`src/design/sfd_pkg.sv`:
```
// shared types and constants for the stick frame deframer
package sfd_pkg;
  localparam logic [7:0]  HEADER_BYTE  = 8'h0F;
  localparam logic [31:0] CRC_ALL_ONES = 32'hFFFFFFFF;
  localparam logic [31:0] CRC_POLY     = 32'hEDB88320;
  localparam int          MIN_LEN      = 22;

  typedef enum logic [2:0] {
    ST_OK         = 3'd0,
    ST_TOO_LONG   = 3'd1,
    ST_TOO_SHORT  = 3'd2,
    ST_BAD_HEADER = 3'd3,
    ST_TOO_MANY   = 3'd4,
    ST_LEN_MISM   = 3'd5,
    ST_CRC_MISM   = 3'd6
  } status_t;

  function automatic logic [31:0] crc_byte(input logic [31:0] crc, input logic [7:0] b);
    logic [31:0] c;
    c = crc ^ {24'd0, b};
    for (int k = 0; k < 8; k++) begin
      c = c[0] ? ((c >> 1) ^ CRC_POLY) : (c >> 1);
    end
    return c;
  endfunction

  function automatic logic is_nan(input logic [31:0] v);
    return v[30:0] > 31'h7F800000;
  endfunction

  function automatic logic [31:0] clamp_stick(input logic [31:0] v);
    if (is_nan(v)) return v;
    if (v[30:0] > 31'h3F800000) return v[31] ? 32'hBF800000 : 32'h3F800000;
    return v;
  endfunction

  function automatic logic [31:0] clamp_aux(input logic [31:0] v);
    if (is_nan(v)) return v;
    if (v[31]) return (v[30:0] != 31'd0) ? 32'd0 : v;
    if (v > 32'h3F800000) return 32'h3F800000;
    return v;
  endfunction
endpackage

```
`src/design/stick_frame_deframer_crc_unit.sv`:
```
// stick frame deframer: byte parser, crc check, channel store and result emitter
// result path: a good frame's first result passes busy, the read stage and the output
//   register; a failed frame's status result passes err_pend and the output register
// throughput: one byte per cycle; a good frame then emits 4+MAX_AUX results, one a cycle
//   while out_ready holds, during which the next frame's bytes are still taken (input stalls
//   only when a second frame ends before the previous frame's results are drained)
// reset: synchronous; clears the parser state, crc to all ones, the emitter to idle
module stick_frame_deframer_crc_unit #(
  parameter int MAX_AUX = 6
) (
  input  logic        clk,
  input  logic        rst,
  input  logic        in_valid,
  output logic        in_ready,
  input  logic [7:0]  byte_value,
  input  logic        end_of_frame,
  output logic        out_valid,
  input  logic        out_ready,
  output logic [2:0]  status,
  output logic [3:0]  channel,
  output logic [31:0] value_bits,
  output logic        last_result
);
  localparam int NUM_CH  = 4 + MAX_AUX;
  localparam int MAX_LEN = sfd_pkg::MIN_LEN + 4 * MAX_AUX;
  localparam int CHW     = 4;
  localparam int IW      = $clog2(2*NUM_CH);

  // two banks so a new frame can fill while the old one drains
  logic [31:0] mem [2*NUM_CH];

  logic [5:0]  byte_position;
  logic [7:0]  aux_count;
  logic        header_good;
  logic [31:0] word_shift;
  logic [31:0] crc_running;
  logic        wbank;

  // emitter state
  logic        busy;
  logic        rbank;
  logic [CHW-1:0] rch;
  logic [7:0]  raux;
  logic        err_pend;
  logic [2:0]  err_st;

  // read pipe stage
  logic        rd_v;
  logic [CHW-1:0] rd_ch;
  logic [7:0]  rd_aux;
  logic [31:0] rd_data;

  logic        ov;
  logic [2:0]  ost;
  logic [3:0]  och;
  logic [31:0] oval;
  logic        olast;

  logic        acc;
  logic [31:0] ws_next, crc_next;
  logic [5:0]  p;
  logic        wr_en;
  logic [CHW-1:0] wr_idx;
  logic [5:0]  len;
  logic [2:0]  st;
  logic        fire_rd;
  logic        stage_free;

  // mem index helper: bank*NUM_CH + ch
  logic [IW-1:0] widx, ridx;

  assign in_ready = !(busy || err_pend) || !end_of_frame;
  assign acc = in_valid && in_ready;
  assign p = byte_position;

  always_comb begin
    logic [5:0] q;
    q = '0;
    ws_next  = {word_shift[23:0], byte_value};
    crc_next = (p >= 6'd4) ? sfd_pkg::crc_byte(crc_running, word_shift[31:24]) : crc_running;
    wr_en  = 1'b0;
    wr_idx = '0;
    if (p >= 6'd1 && p <= 6'd16) begin
      q = p - 6'd1;
      wr_en  = (q[1:0] == 2'd3);
      wr_idx = CHW'(q[5:2]);
    end else if (p >= 6'd18 && 32'(p) <= MAX_LEN) begin
      q = p - 6'd18;
      wr_en  = (q[1:0] == 2'd3) && (32'(q[5:2]) < MAX_AUX);
      wr_idx = CHW'(q[5:2]) + CHW'(4);
    end
    len = (32'(p) < MAX_LEN + 1) ? p + 6'd1 : 6'(MAX_LEN + 1);
    if (32'(len) > MAX_LEN)                 st = sfd_pkg::ST_TOO_LONG;
    else if (32'(len) < sfd_pkg::MIN_LEN)   st = sfd_pkg::ST_TOO_SHORT;
    else if (!header_good)                  st = sfd_pkg::ST_BAD_HEADER;
    else if (32'(aux_count) > MAX_AUX)      st = sfd_pkg::ST_TOO_MANY;
    else if (32'(len) != sfd_pkg::MIN_LEN + 4 * 32'(aux_count)) st = sfd_pkg::ST_LEN_MISM;
    else if ((crc_next ^ sfd_pkg::CRC_ALL_ONES) != ws_next) st = sfd_pkg::ST_CRC_MISM;
    else                                    st = sfd_pkg::ST_OK;
  end

  assign widx = IW'(wbank ? NUM_CH : 0) + IW'(wr_idx);
  assign ridx = IW'(rbank ? NUM_CH : 0) + IW'(rch);

  always_ff @(posedge clk) begin
    if (acc && wr_en) mem[widx] <= ws_next;
  end

  assign stage_free = !ov || out_ready;
  // read is allowed when the read stage can move on
  assign fire_rd = busy && (!rd_v || stage_free);

  always_ff @(posedge clk) begin
    if (fire_rd) rd_data <= mem[ridx];
  end

  always_ff @(posedge clk) begin
    if (rst) begin
      byte_position <= '0;
      aux_count     <= '0;
      header_good   <= 1'b0;
      word_shift    <= '0;
      crc_running   <= sfd_pkg::CRC_ALL_ONES;
      wbank         <= 1'b0;
      busy          <= 1'b0;
      rbank         <= 1'b0;
      rch           <= '0;
      raux          <= '0;
      err_pend      <= 1'b0;
      err_st        <= '0;
      rd_v          <= 1'b0;
      ov            <= 1'b0;
    end else begin
      if (fire_rd) begin
        rd_ch  <= rch;
        rd_aux <= raux;
        if (32'(rch) == NUM_CH - 1) busy <= 1'b0;
        else rch <= rch + CHW'(1);
      end
      if (!rd_v || stage_free) rd_v <= fire_rd;

      if (stage_free) begin
        ov <= 1'b0;
        if (rd_v) begin
          ov    <= 1'b1;
          ost   <= sfd_pkg::ST_OK;
          och   <= rd_ch;
          olast <= (32'(rd_ch) == NUM_CH - 1);
          if (rd_ch < CHW'(4))           oval <= sfd_pkg::clamp_stick(rd_data);
          else if (8'(rd_ch - CHW'(4)) < rd_aux) oval <= sfd_pkg::clamp_aux(rd_data);
          else                            oval <= '0;
        end else if (err_pend) begin
          ov       <= 1'b1;
          ost      <= err_st;
          och      <= '0;
          oval     <= '0;
          olast    <= 1'b1;
          err_pend <= 1'b0;
        end
      end

      if (acc) begin
        if (end_of_frame) begin
          byte_position <= '0;
          aux_count     <= '0;
          header_good   <= 1'b0;
          word_shift    <= '0;
          crc_running   <= sfd_pkg::CRC_ALL_ONES;
          if (st == sfd_pkg::ST_OK) begin
            busy  <= 1'b1;
            rbank <= wbank;
            rch   <= '0;
            raux  <= aux_count;
            wbank <= !wbank;
          end else begin
            err_pend <= 1'b1;
            err_st   <= st;
          end
        end else begin
          byte_position <= len;
          word_shift    <= ws_next;
          crc_running   <= crc_next;
          if (p == 6'd0) header_good <= (byte_value == sfd_pkg::HEADER_BYTE);
          if (p == 6'd17) aux_count <= byte_value;
        end
      end
    end
  end

  assign out_valid   = ov;
  assign status      = ost;
  assign channel     = och;
  assign value_bits  = oval;
  assign last_result = olast;
endmodule
```
`config.mk`:
```
export PLATFORM = sky130hd
export DESIGN_NAME = stick_frame_deframer_crc_unit
export DESIGN_NICKNAME = d
export VERILOG_FILES = /design/src/design/sfd_pkg.sv /design/src/design/stick_frame_deframer_crc_unit.sv
export SDC_FILE = /design/constraint.sdc
export NUM_CORES = 1
export LEC_CHECK = 0
export ABC_AREA = 1
export BUFFER_PORTS_ARGS = -buffer_cell sky130_fd_sc_hd__buf_2
export CORE_ASPECT_RATIO = 0.6
export CORE_MARGIN = 1.5
export CORE_UTILIZATION = 55
export DETAILED_ROUTE_END_ITERATION = 7
export HOLD_SLACK_MARGIN = 0.12
export MAX_ROUTING_LAYER = met4
export PLACE_DENSITY = 0.73
export SLEW_MARGIN = 5
export SYNTH_ARGS = -nofsm -noshare
export SYNTH_HDL_FRONTEND = slang
export SYNTH_SLANG_ARGS = --single-unit
```
`constraint.sdc`:
```
create_clock -name clk -period 4.2 [get_ports clk]
set_input_delay 0.42 -clock clk [delete_from_list [all_inputs] [get_ports clk]]
set_output_delay 0.42 -clock clk [all_outputs]
set_load 0.03 [all_outputs]
```
==> metrics.cfg <==
[cts]
cts.htree.levels = 3
clockBufferDepth = 3
clk_latency_ps = 650
cts-root-buf = clkbuf_16
cts_tree = done
cts.sinks = 824
ctsResizeCount = 0
path_clk_slew_ps = 60
numCtsBuffers = 76

[power_and_ir_drop]
p_int_mw = 13.1
seqPwrFrac_pct = 52.9
clkPwrFrac_pct = 40.5
power.leakage_nw = 14.1
p_sw_share_pct = 23.3
power.density_mw_per_mm2 = 436
p_comb_share_pct = 6.6
p_switching_mw = 3.97
vdd_drop_max_mv = 0.368

[yosys]
synth_area_mm2 = 0.0349
synth_nets = 3216
yosysWarningCount = 0
ys_seq_elements = 824
synth_top_flop_cell = edfxtp_1
yosys.cell_types.count = 47
avgSynthCellArea_um2 = 11.0
synth_edf_count = 724
syn_inst = 3175
synthArstFlopShare_pct = 0
yosysSeqAreaShare_pct = 68.0

[global_routing]
grt_max_degree = 191
grt_usage_pct = 32.8
grt_overflow = 0
grt_pass1_wl_mm = 151
grt_pass1_vias = 23687
antenna_found_initial = 2

[route]
remaining_drc_errors = 0
wl_per_cell_um = 24.8
routed_wl_mm = 103
drtIter0Drc = 3764
postRouteAntennaNets = 0
vias_per_cell = 6.18
num_vias = 25544
drt-pass1-iter-count = 6

[floorplan]
die-area_mm2 = 0.0651
start_util_pct = 55.7
die_x_um = 328
die_h_um = 198
fp-row-count = 71
core_mm2 = 0.0627
pin_count = 55

[timing]
max_freq_mhz = 265
finalSetupTns_ps = 0
setup_viol = 0
tightest_slew_ps = 1290
rsz0062_at_grt = no
slew_headroom_pct = 13.7
finalCritPeriodShare_pct = 89.8
fin_crit_ps = 3770
fin_worst_skew_ps = 25.6
maxSlewViolCount = 0
finalHoldViolCount = 0
whs_ps = 174
setup_ws_ps = 430

[setup_path]
cp_slowest_cell = dfxtp_1
crit_arrival_ps = 4070
critPathMaxStageDelay_ps = 370
cp.required_ps = 4500
cp-start-kind = flip-flop
criticalPathCategory = flip-flop to flip-flop
path_cells = inv_1 -> ha_1 -> inv_1 -> o21ai_0 -> xor2_1 -> ha_1 -> o21ai_0 -> ha_1 -> xor2_1 -> inv_1 -> nor2_1 -> nand2_1 -> nor2_4 -> buf_4
crit_fanout = 19
end_kind = flip-flop

[finish]
layout-drive-gt1-share_pct = 10.5
final_cell_mix = 724 x edfxtp_1, 596 x nand2_1, 373 x nor2_1
final_common_cell = edfxtp_1
final_util_pct = 62.4
finalNonFillerCells = 4135
fin_nets = 3277
areaGrowthSynthToFinish_pct = 12.0

[hold_path]
hold_path.class = input pin to flip-flop

[run]
maxCapViolCount = 0

[placed_design]
gp_congestion = 0.954
placed_cells = 3995
pre_cts_slack_ps = 574
port_buffers = 54
hpwlAfterDp_mm = 66.0

[status]
status = complete, no violations

Yosys cell counts, types with 7 or more instances:
cell	n	area, um^2
inv_1	176	661
a21oi_1	154	771
clkbuf_1	139	522
nor4_1	11	68.8
xor2_1	18	158
o211ai_1	9	67.6
nand2_2	27	169
nand4_1	11	68.8
nand2_1	597	2240
inv_2	14	52.6
a32o_1	31	310
nor3_1	7	35.0
nand3_1	154	771
buf_6	7	78.8
nor2_1	394	1480
edfxtp_1	724	21700
o22ai_1	66	413
a31oi_1	41	257
buf_1	17	63.8
dfxtp_1	100	2000
o21ai_0	331	1660
o221ai_1	66	578
ha_1	28	350
power groups by stage:
stage | Sequential, mW | Clock (mW) | Combinational, mW
3_5_place_dp | 9.20 | 0 | 1.09
6_report | 9.02 | 6.90 | 1.13
5_1_grt | 9.03 | 7.26 | 1.22
2_1_floorplan | 9.20 | 0 | 0.659
3_3_place_gp | 9.19 | 0 | 1.06
4_1_cts | 9.02 | 6.94 | 1.10
per-layer routing:
layer  GRT usage, %  part of all wire (%)
met5              -                     0
met4           6.26                   1.3
met3           12.1                    16
met2           42.4                    40
met1           49.2                    43
flip-flops by register name, summed over array words and instances (netlist names), 4 cells and up:
register / count
rd_aux: 8
word_shift: 32
aux_count: 8
byte_position: 6
mem: 640
rch: 4
rd_ch: 4
rd_data: 32
raux: 8
channel: 4
crc_running: 32
value_bits: 32
final cells by class:
cell class	count	area [um^2]
Clock inverter	45	399
Tap cell	839	1050
Fill cell	4874	23600
Inverter	196	753
Sequential cell	824	23700
Timing Repair Buffer	152	1210
Multi-Input combinational cell	1986	9950
Clock buffer	91	2030
Antenna cell	2	5.00
logic make-up after synthesis:
family	synth area share [%]
flip-flops	68.0
adder cells (fa/ha/maj)	1.00
buffers and inverters	4.13
AND/OR/NAND/NOR	14.4
XOR/XNOR	0.602
AO/OA/AOI/OAI	11.9
through the flow:
stage,total power [mW],instance area [um^2]
detailed placement,10.3,36700
global placement,10.3,36700
finish,17.1,39100
global route,17.5,39100
CTS,17.1,39100
floorplan,9.86,34900
final timing paths:
kind	slack (ps)	startpoint	depth (start not counted)	to
worst max-delay path	430	byte_position[1]	14	mem[9][28]
worst min-delay path	170	end_of_frame	4	word_shift[7]
worst max register to register	430	byte_position[1]	14	mem[9][28]
worst min register to register	430	raux[1]	0	rd_aux[1]
worst max-delay path, delay by kind of cell, from the launching register on:
kind / cells / cell delay (ps)
AO/OA/AOI/OAI: 2 / 400
XOR/XNOR: 2 / 450
adder cells (fa/ha/maj): 3 / 770
buffers and inverters: 4 / 690
flip-flops: 1 / 370
AND/OR/NAND/NOR: 3 / 740
what timing repair did:
item / in CTS / in global routing
hold buffers: 2 / 0
hold endpoints to repair: 4 / 0
buffers inserted: 0 / 0
(Power assumes the default switching activity.)
